<file path="src/design/bddfs_pkg.sv">
// Shared types and constants for the display frame sequencer.
package bddfs_pkg;

  typedef enum logic [1:0] {
    ACT_INIT   = 2'd0,
    ACT_NUMBER = 2'd1,
    ACT_DASH   = 2'd2,
    ACT_BLANK  = 2'd3
  } action_e;

  typedef enum logic [1:0] {
    FE_IDLE,
    FE_CONV,
    FE_PUSH
  } front_state_e;

  typedef enum logic [1:0] {
    CFG_DIGIT_BASE  = 2'd0,
    CFG_DECODE_MODE = 2'd1,
    CFG_INTENSITY   = 2'd2,
    CFG_SCAN_LIMIT  = 2'd3
  } cfg_index_e;

  // controller register addresses
  localparam logic [3:0] ADDR_DECODE    = 4'h9;
  localparam logic [3:0] ADDR_INTENSITY = 4'hA;
  localparam logic [3:0] ADDR_SCANLIMIT = 4'hB;
  localparam logic [3:0] ADDR_SHUTDOWN  = 4'hC;
  localparam logic [3:0] ADDR_TEST      = 4'hF;

  localparam logic [7:0] CODE_DASH  = 8'h0A;
  localparam logic [7:0] CODE_BLANK = 8'h0F;

  localparam int ValueW          = 16;
  localparam int NumBcd          = 5;  // 16-bit value fits in five decimal digits
  localparam int MaxFrames       = 6;
  localparam int InitFrames      = 6;
  localparam int QueueDepth      = 2;
  localparam int DdStepsPerCycle = 4;
  localparam int DdCycles        = ValueW / DdStepsPerCycle;

  typedef logic [NumBcd-1:0][3:0] bcd_t;

  typedef struct packed {
    action_e action;
    bcd_t    bcd;
  } cmd_t;

  typedef struct packed {
    logic [2:0] digit_base;
    logic [7:0] decode_mode;
    logic [3:0] intensity;
    logic [2:0] scan_limit;
  } cfg_t;

endpackage

</file>
<file path="src/design/bcd_digit_display_frame_sequencer.sv">
// Top level: config registers, command intake, queue and frame generator.
// A start passes the queue, then the generator's active and strobe registers; show number converts to BCD first.
// Throughput: one frame per cycle; show number occupies intake while the BCD unit converts it.
// Intake accepts a new word while frames of earlier words are still going out (2-deep queue).
// Frames cannot be stalled: strobe_o marks each word for exactly one cycle.
// Reset: queue empty, no strobe, config registers take base 0, decode 255, intensity 8, scan 7.
module bcd_digit_display_frame_sequencer #(
  parameter int NUM_DIGITS = 4
) (
  input  logic        clk_i,
  input  logic        rst_ni,
  input  logic        start,
  output logic        busy,
  input  logic [1:0]  action_i,
  input  logic [15:0] value_i,
  input  logic        cfg_valid_i,
  output logic        cfg_ready_o,
  input  logic [1:0]  cfg_index_i,
  input  logic [7:0]  cfg_data_i,
  output logic        strobe_o,
  output logic [3:0]  reg_address_o,
  output logic [7:0]  reg_data_o,
  output logic        last_o
);
  import bddfs_pkg::*;

  cfg_t  cfg_q;
  logic  push;
  logic  full;
  logic  pop;
  logic  q_valid;
  cmd_t  front_cmd;
  cmd_t  queue_cmd;

  assign cfg_ready_o = 1'b1;

  always_ff @(posedge clk_i or negedge rst_ni) begin
    if (!rst_ni) begin
      cfg_q.digit_base  <= 3'd0;
      cfg_q.decode_mode <= 8'd255;
      cfg_q.intensity   <= 4'd8;
      cfg_q.scan_limit  <= 3'd7;
    end else if (cfg_valid_i && cfg_ready_o) begin
      unique case (cfg_index_e'(cfg_index_i))
        CFG_DIGIT_BASE:  cfg_q.digit_base  <= cfg_data_i[2:0];
        CFG_DECODE_MODE: cfg_q.decode_mode <= cfg_data_i;
        CFG_INTENSITY:   cfg_q.intensity   <= cfg_data_i[3:0];
        CFG_SCAN_LIMIT:  cfg_q.scan_limit  <= cfg_data_i[2:0];
        default: ;
      endcase
    end
  end

  bddfs_front u_front (
    .clk_i    (clk_i),
    .rst_ni   (rst_ni),
    .start    (start),
    .busy     (busy),
    .action_i (action_i),
    .value_i  (value_i),
    .full_i   (full),
    .push_o   (push),
    .cmd_o    (front_cmd)
  );

  bddfs_queue u_queue (
    .clk_i   (clk_i),
    .rst_ni  (rst_ni),
    .push_i  (push),
    .cmd_i   (front_cmd),
    .full_o  (full),
    .pop_i   (pop),
    .valid_o (q_valid),
    .cmd_o   (queue_cmd)
  );

  bddfs_back #(
    .NUM_DIGITS (NUM_DIGITS)
  ) u_back (
    .clk_i         (clk_i),
    .rst_ni        (rst_ni),
    .cfg_i         (cfg_q),
    .q_valid_i     (q_valid),
    .cmd_i         (queue_cmd),
    .pop_o         (pop),
    .strobe_o      (strobe_o),
    .reg_address_o (reg_address_o),
    .reg_data_o    (reg_data_o),
    .last_o        (last_o)
  );

endmodule

</file>
<file path="src/design/bddfs_front.sv">
// Command intake: accepts commands and converts show-number values to BCD.
module bddfs_front (
  input  logic              clk_i,
  input  logic              rst_ni,
  input  logic              start,
  output logic              busy,
  input  logic [1:0]        action_i,
  input  logic [15:0]       value_i,
  input  logic              full_i,
  output logic              push_o,
  output bddfs_pkg::cmd_t   cmd_o
);
  import bddfs_pkg::*;

  localparam int CntW = $clog2(DdCycles);

  front_state_e       state_q, state_d;
  logic [CntW-1:0]    cnt_q, cnt_d;
  logic [ValueW-1:0]  bin_q, bin_d;
  bcd_t               bcd_q, bcd_d;
  logic               accept;
  logic               load;

  assign busy   = (state_q != FE_IDLE) | full_i;
  assign accept = start & ~busy;

  // double dabble, several shift steps per cycle
  always_comb begin
    bin_d = bin_q;
    bcd_d = bcd_q;
    for (int s = 0; s < DdStepsPerCycle; s++) begin
      for (int d = 0; d < NumBcd; d++) begin
        if (bcd_d[d] >= 4'd5) bcd_d[d] = bcd_d[d] + 4'd3;
      end
      {bcd_d, bin_d} = {bcd_d, bin_d} << 1;
    end
  end

  always_comb begin
    state_d = state_q;
    cnt_d   = cnt_q;
    load    = 1'b0;
    push_o  = 1'b0;
    cmd_o   = '{action: action_e'(action_i), bcd: '0};
    unique case (state_q)
      FE_IDLE: begin
        if (accept) begin
          if (action_e'(action_i) == ACT_NUMBER) begin
            load    = 1'b1;
            cnt_d   = '0;
            state_d = FE_CONV;
          end else begin
            push_o = 1'b1;
          end
        end
      end
      FE_CONV: begin
        cnt_d = cnt_q + 1'b1;
        if (cnt_q == CntW'(DdCycles - 1)) state_d = FE_PUSH;
      end
      FE_PUSH: begin
        cmd_o = '{action: ACT_NUMBER, bcd: bcd_q};
        if (!full_i) begin
          push_o  = 1'b1;
          state_d = FE_IDLE;
        end
      end
      default: state_d = FE_IDLE;
    endcase
  end

  always_ff @(posedge clk_i or negedge rst_ni) begin
    if (!rst_ni) begin
      state_q <= FE_IDLE;
      cnt_q   <= '0;
    end else begin
      state_q <= state_d;
      cnt_q   <= cnt_d;
    end
  end

  always_ff @(posedge clk_i) begin
    if (load) begin
      bin_q <= value_i;
      bcd_q <= '0;
    end else if (state_q == FE_CONV) begin
      bin_q <= bin_d;
      bcd_q <= bcd_d;
    end
  end

endmodule

</file>
<file path="src/design/bddfs_queue.sv">
// Short command queue between intake and frame generation.
module bddfs_queue (
  input  logic              clk_i,
  input  logic              rst_ni,
  input  logic              push_i,
  input  bddfs_pkg::cmd_t   cmd_i,
  output logic              full_o,
  input  logic              pop_i,
  output logic              valid_o,
  output bddfs_pkg::cmd_t   cmd_o
);
  import bddfs_pkg::*;

  localparam int PtrW = $clog2(QueueDepth);
  localparam int CntW = $clog2(QueueDepth + 1);

  cmd_t             mem_q [QueueDepth];
  logic [PtrW-1:0]  wr_ptr_q, rd_ptr_q;
  logic [CntW-1:0]  count_q;

  assign full_o  = (count_q == CntW'(QueueDepth));
  assign valid_o = (count_q != '0);
  assign cmd_o   = mem_q[rd_ptr_q];

  always_ff @(posedge clk_i or negedge rst_ni) begin
    if (!rst_ni) begin
      wr_ptr_q <= '0;
      rd_ptr_q <= '0;
      count_q  <= '0;
    end else begin
      if (push_i) begin
        wr_ptr_q <= (wr_ptr_q == PtrW'(QueueDepth - 1)) ? '0 : wr_ptr_q + 1'b1;
      end
      if (pop_i) begin
        rd_ptr_q <= (rd_ptr_q == PtrW'(QueueDepth - 1)) ? '0 : rd_ptr_q + 1'b1;
      end
      if (push_i && !pop_i) begin
        count_q <= count_q + 1'b1;
      end else if (pop_i && !push_i) begin
        count_q <= count_q - 1'b1;
      end
    end
  end

  always_ff @(posedge clk_i) begin
    if (push_i) mem_q[wr_ptr_q] <= cmd_i;
  end

  a_no_overflow: assert property (@(posedge clk_i) disable iff (!rst_ni)
    push_i |-> !full_o || pop_i)
    else $error("queue written while full");

  a_no_underflow: assert property (@(posedge clk_i) disable iff (!rst_ni)
    pop_i |-> valid_o)
    else $error("queue read while empty");

endmodule

</file>
<file path="src/design/bddfs_back.sv">
// Frame generator: walks each queued command and emits one register word per cycle.
module bddfs_back #(
  parameter int NUM_DIGITS = 4
) (
  input  logic              clk_i,
  input  logic              rst_ni,
  input  bddfs_pkg::cfg_t   cfg_i,
  input  logic              q_valid_i,
  input  bddfs_pkg::cmd_t   cmd_i,
  output logic              pop_o,
  output logic              strobe_o,
  output logic [3:0]        reg_address_o,
  output logic [7:0]        reg_data_o,
  output logic              last_o
);
  import bddfs_pkg::*;

  localparam int NFrames = (NUM_DIGITS > MaxFrames) ? MaxFrames :
                           ((NUM_DIGITS < 1) ? 1 : NUM_DIGITS);
  localparam logic [3:0] MaxBase = 4'(8 - NFrames);

  cmd_t        cur_q;
  logic        active_q;
  logic [2:0]  idx_q;
  logic [2:0]  last_idx;
  logic        frame_last;
  logic [3:0]  base;
  logic [3:0]  pos;
  logic [2:0]  dsel;
  logic [3:0]  addr_d;
  logic [7:0]  data_d;
  logic        strobe_q;
  logic [3:0]  addr_q;
  logic [7:0]  data_q;
  logic        last_q;

  assign base = ({1'b0, cfg_i.digit_base} > MaxBase) ? MaxBase : {1'b0, cfg_i.digit_base};

  assign last_idx   = (cur_q.action == ACT_INIT) ? 3'(InitFrames - 1) : 3'(NFrames - 1);
  assign frame_last = active_q && (idx_q == last_idx);
  assign pop_o      = q_valid_i && (!active_q || frame_last);

  // number frames run from the top digit position down
  assign pos  = 4'(NFrames) - {1'b0, idx_q};
  assign dsel = 3'(pos - 4'd1);

  always_comb begin
    addr_d = ADDR_TEST;
    data_d = '0;
    unique case (cur_q.action)
      ACT_INIT: begin
        case (idx_q)
          3'd0: begin addr_d = ADDR_SHUTDOWN;  data_d = 8'd1; end
          3'd1: begin addr_d = ADDR_DECODE;    data_d = cfg_i.decode_mode; end
          3'd2: begin addr_d = ADDR_INTENSITY; data_d = {4'b0, cfg_i.intensity}; end
          3'd3: begin addr_d = ADDR_SCANLIMIT; data_d = {5'b0, cfg_i.scan_limit}; end
          3'd4: begin addr_d = ADDR_TEST;      data_d = 8'd1; end
          default: begin addr_d = ADDR_TEST;   data_d = 8'd0; end
        endcase
      end
      ACT_NUMBER: begin
        addr_d = base + pos;
        data_d = (dsel < 3'(NumBcd)) ? {4'b0, cur_q.bcd[dsel]} : 8'd0;
      end
      ACT_DASH: begin
        addr_d = base + {1'b0, idx_q} + 4'd1;
        data_d = CODE_DASH;
      end
      ACT_BLANK: begin
        addr_d = base + {1'b0, idx_q} + 4'd1;
        data_d = CODE_BLANK;
      end
      default: ;
    endcase
  end

  always_ff @(posedge clk_i or negedge rst_ni) begin
    if (!rst_ni) begin
      active_q <= 1'b0;
      idx_q    <= '0;
      strobe_q <= 1'b0;
    end else begin
      strobe_q <= active_q;
      if (pop_o) begin
        active_q <= 1'b1;
        idx_q    <= '0;
      end else if (frame_last) begin
        active_q <= 1'b0;
      end else if (active_q) begin
        idx_q <= idx_q + 1'b1;
      end
    end
  end

  always_ff @(posedge clk_i) begin
    if (pop_o) cur_q <= cmd_i;
    if (active_q) begin
      addr_q <= addr_d;
      data_q <= data_d;
      last_q <= frame_last;
    end
  end

  assign strobe_o      = strobe_q;
  assign reg_address_o = addr_q;
  assign reg_data_o    = data_q;
  assign last_o        = last_q;

  a_idx_bound: assert property (@(posedge clk_i) disable iff (!rst_ni)
    active_q |-> idx_q <= last_idx)
    else $error("frame index past end of command");

  a_frames_contiguous: assert property (@(posedge clk_i) disable iff (!rst_ni)
    strobe_q && !last_q |=> strobe_q)
    else $error("gap inside a command's frames");

  a_addr_legal: assert property (@(posedge clk_i) disable iff (!rst_ni)
    strobe_q |-> (addr_q >= 4'd1 && addr_q <= 4'd8) || addr_q == ADDR_DECODE ||
                 addr_q == ADDR_INTENSITY || addr_q == ADDR_SCANLIMIT ||
                 addr_q == ADDR_SHUTDOWN || addr_q == ADDR_TEST)
    else $error("frame to unexpected register address");

endmodule
</file>
<file path="config.mk">
export PLATFORM = sky130hd
export DESIGN_NAME = bcd_digit_display_frame_sequencer
export DESIGN_NICKNAME = d
export VERILOG_FILES = /design/src/design/bddfs_pkg.sv /design/src/design/bcd_digit_display_frame_sequencer.sv /design/src/design/bddfs_front.sv /design/src/design/bddfs_queue.sv /design/src/design/bddfs_back.sv
export SDC_FILE = /design/constraint.sdc
export NUM_CORES = 1
export LEC_CHECK = 0
export ABC_AREA = 1
export ABC_CLOCK_PERIOD_IN_PS = 3380
export BUFFER_PORTS_ARGS = -buffer_cell sky130_fd_sc_hd__buf_2
export CORE_ASPECT_RATIO = 1.75
export CORE_MARGIN = 3
export CORE_UTILIZATION = 45
export DETAILED_ROUTE_END_ITERATION = 12
export SLEW_MARGIN = 10
export SYNTH_ARGS = -nofsm -noshare
export SYNTH_HDL_FRONTEND = slang
export SYNTH_SLANG_ARGS = --single-unit
</file>
<file path="constraint.sdc">
create_clock -name clk_i -period 3.38 [get_ports clk_i]
set_input_delay 0.338 -clock clk_i [delete_from_list [all_inputs] [get_ports clk_i]]
set_output_delay 0.338 -clock clk_i [all_outputs]
set_load 0.02 [all_outputs]
</file>
==> impl_metrics.env <==
export IMPL_status="complete, no violations"
export IMPL_cts_tree="done"
export IMPL_numClockSinks=146
export IMPL_synth_edff_count=95
export IMPL_drt_initial_drc_count=213
export IMPL_synth_cell_types=45
export IMPL_die_h_um=181.5
export IMPL_antenna_found_initial=0
export IMPL_cp_start_kind="register"
export IMPL_synth_fp_nets=983
export IMPL_route_detailed_drc=0
export IMPL_crit_top_cell="nand2_2"
export IMPL_fillCellCount=1646
export IMPL_fin_nets=1053
export IMPL_stdcell_count=1224
export IMPL_hold_viol=0
export IMPL_hold_path_class="primary input to register"
export IMPL_timing_final_max_slew_violations=0
export IMPL_drive_above_1_share_pct=19.26
export IMPL_setup_violations=0
export IMPL_critical_path_arrival_ns=3.47
export IMPL_die_area_mm2=0.01929
export IMPL_tightest_slew_ns=0.7609
export IMPL_clockBufferDepth=2
export IMPL_maxCapViolCount=0
export IMPL_wl_per_cell_um=13.54
export IMPL_place_hpwl_mm=12.69
export IMPL_io_buffers=46
export IMPL_critPathMaxFanout=4
export IMPL_async_flop_share_pct=21.23
export IMPL_overflow=0
export IMPL_gp_congestion=0.8748
export IMPL_routed_via_count=6086
export IMPL_synth_seq_area_share_pct=51.07
export IMPL_synth_ff_type="edfxtp_1"
export IMPL_pre_cts_ws_ns=0.06208
export IMPL_final_area_mm2=0.009135
export IMPL_rrSetupSlack_ns=0.22
export IMPL_finalWirelength_mm=16.58
export IMPL_final_common_cell="nand2_1"
export IMPL_initial_core_util_pct=46.29
export IMPL_multi_input_area_mm2=0.003395
export IMPL_cts_root_buffer="clkbuf_16"
export IMPL_regArea_mm2=0.004048
export IMPL_synth_area_mm2=0.007918
export IMPL_layout_setup_ws_ns=0.2237
export IMPL_timing_critical_path_slowest_cell_delay_ns=0.34
export IMPL_timing_fmax_ghz=0.3168
export IMPL_via_per_inst=4.972
export IMPL_min_path_cells=2
export IMPL_finalClockSkew_ns=0.007958
export IMPL_gr_usage_all_layers_pct=18.18
export IMPL_synth_seq_cells=146
export IMPL_reg2reg_depth=25
export IMPL_final_cell_mix="nand2_1, inv_1, edfxtp_1"
export IMPL_firstDrtPassIters=4
export IMPL_chipWidth_um=106.3
export IMPL_ant_nets=0
export IMPL_rows=63
export IMPL_area_growth_pct=15.38
export IMPL_max_slew_margin_pct=49.22
export IMPL_core_area_mm2=0.01711
export IMPL_top_level_ports=48
export IMPL_worstSetupPathType="register to register"
export IMPL_post_route_min_period_ns=3.156
export IMPL_clkLatencyLatePin_ns=0.42
export IMPL_numCtsBuffers=17
export IMPL_critPathSlowestCell="dfxtp_1"
export IMPL_yosysWarnings=0
export IMPL_dp_cells=1184
export IMPL_clk_pin_slew_ns=0.06
export IMPL_finalCritPeriodShare_pct=93.38
export IMPL_grt_pass1_wl_mm=27.61
export IMPL_cp_required_ns=3.69
export IMPL_first_global_vias=5978
export IMPL_syn_inst=914
export IMPL_endpoint_kind="register"
export IMPL_grt_max_degree=32
export IMPL_antenna_cells=0
export IMPL_synth_avg_cell_area_um2=8.663
export IMPL_placed_cell_area_mm2=0.008459
export IMPL_cts_htree_levels=4
[final cells by class]
type	instances	share of cell area, %
clock buffers	17	4.657
clock inverters	15	1.356
inverters	125	5.136
multi-input cells	627	37.16
flip-flops and latches	146	44.31
well taps	227	3.109
repair buffers	67	4.273
[flip-flops by register name (all words and copies together), names as in the netlist, 2 cells and up]
| signal | flops |
|---|---|
| u_queue.mem_q | 44 |
| u_back.cur_q | 22 |
| u_front.bcd_q | 20 |
| cfg_q | 18 |
| u_front.bin_q | 16 |
| u_back.reg_data_o | 8 |
| u_back.reg_address_o | 4 |
| u_back.idx_q | 3 |
| u_front.cnt_q | 2 |
| u_front.state_q | 2 |
| u_queue.count_q | 2 |
[cells by family after synthesis]
kind of cell	share of synthesized area, %
buf+inv	6.858
simple gates	26.00
compound gates	8.423
fa+ha+maj	6.037
xor+xnor	0.9956
flops	51.07
other cells	0.04736
mux	0.5689
[synth_stat cells, types with 3 or more instances]
cell / count / area, um^2
nand2_1: 283 / 1062
a21oi_1: 17 / 85.08
clkbuf_1: 13 / 48.80
xor2_1: 7 / 61.31
o21bai_1: 4 / 30.03
dfxtp_1: 20 / 400.4
o211ai_1: 5 / 37.54
o22ai_1: 11 / 68.82
o21ai_1: 7 / 35.03
inv_2: 3 / 11.26
dfrtp_1: 19 / 475.5
o21ai_2: 6 / 52.55
nor2_2: 3 / 18.77
mux2_2: 4 / 45.04
o21ai_0: 48 / 240.2
nand2_2: 22 / 137.6
nand4_1: 14 / 87.58
ha_1: 35 / 437.9
nor2_1: 51 / 191.4
a21o_1: 3 / 22.52
o221ai_1: 3 / 26.28
nand3_2: 13 / 130.1
inv_1: 120 / 450.4
nand3_1: 69 / 345.3
dfstp_2: 12 / 315.3
edfxtp_1: 95 / 2853
[what timing repair did]
item,in CTS,in global routing
endpoints found under the hold margin,19,0
buffers inserted,0,7
gates resized for setup,0,25
hold buffers,1,0
endpoints found under the setup margin,0,2
[worst max-delay path: cells and delay by family (launching register included)]
kind,cells,cell delay (ns)
AO/OA/AOI/OAI,1,0.28
AND/OR/NAND/NOR,17,1.60
buffers and inverters,4,0.28
adder cells (fa/ha/maj),3,0.55
flip-flops,1,0.34
[worst paths after layout]
path,startpoint,endpoint
worst max-delay path,u_front.bcd_q[16],u_front.bcd_q[18]
worst min-delay path,cfg_data_i[7],cfg_q[14]
worst max register to register,u_front.bcd_q[16],u_front.bcd_q[18]
worst min register to register,cfg_q[5],cfg_q[5]
max in group asynchronous,rst_ni,cfg_q[3]
min in group asynchronous,rst_ni,u_queue.wr_ptr_q
[routing by layer]
metal	wire length [um]	GRT usage (%)	vias up	share of wire (%)
met2	9498	35.46	98	57
met1	5954	17.33	2799	36
met5	0	0	-	0
met3	438	3.380	35	2.6
li1	-	-	3154	-
met4	684	9.959	0	4.1
[stage by stage]
| step | TNS (ns) | hold slack (ns) | utilization (%) |
|---|---|---|---|
| after floorplan | 0 | 0.04241 | - |
| after global placement | 0 | 0.4410 | 49.46 |
| after detailed placement | 0 | 0.4293 | 49.46 |
| after CTS | 0 | 0.1296 | 52.72 |
| after global routing | -0.1210 | 0.1406 | 53.41 |
| final | 0 | 0.1470 | 53.41 |
Power is left out: the tool's default activity adds up to more than one toggle a clock period on the data nets, which glitch-free logic cannot reach.
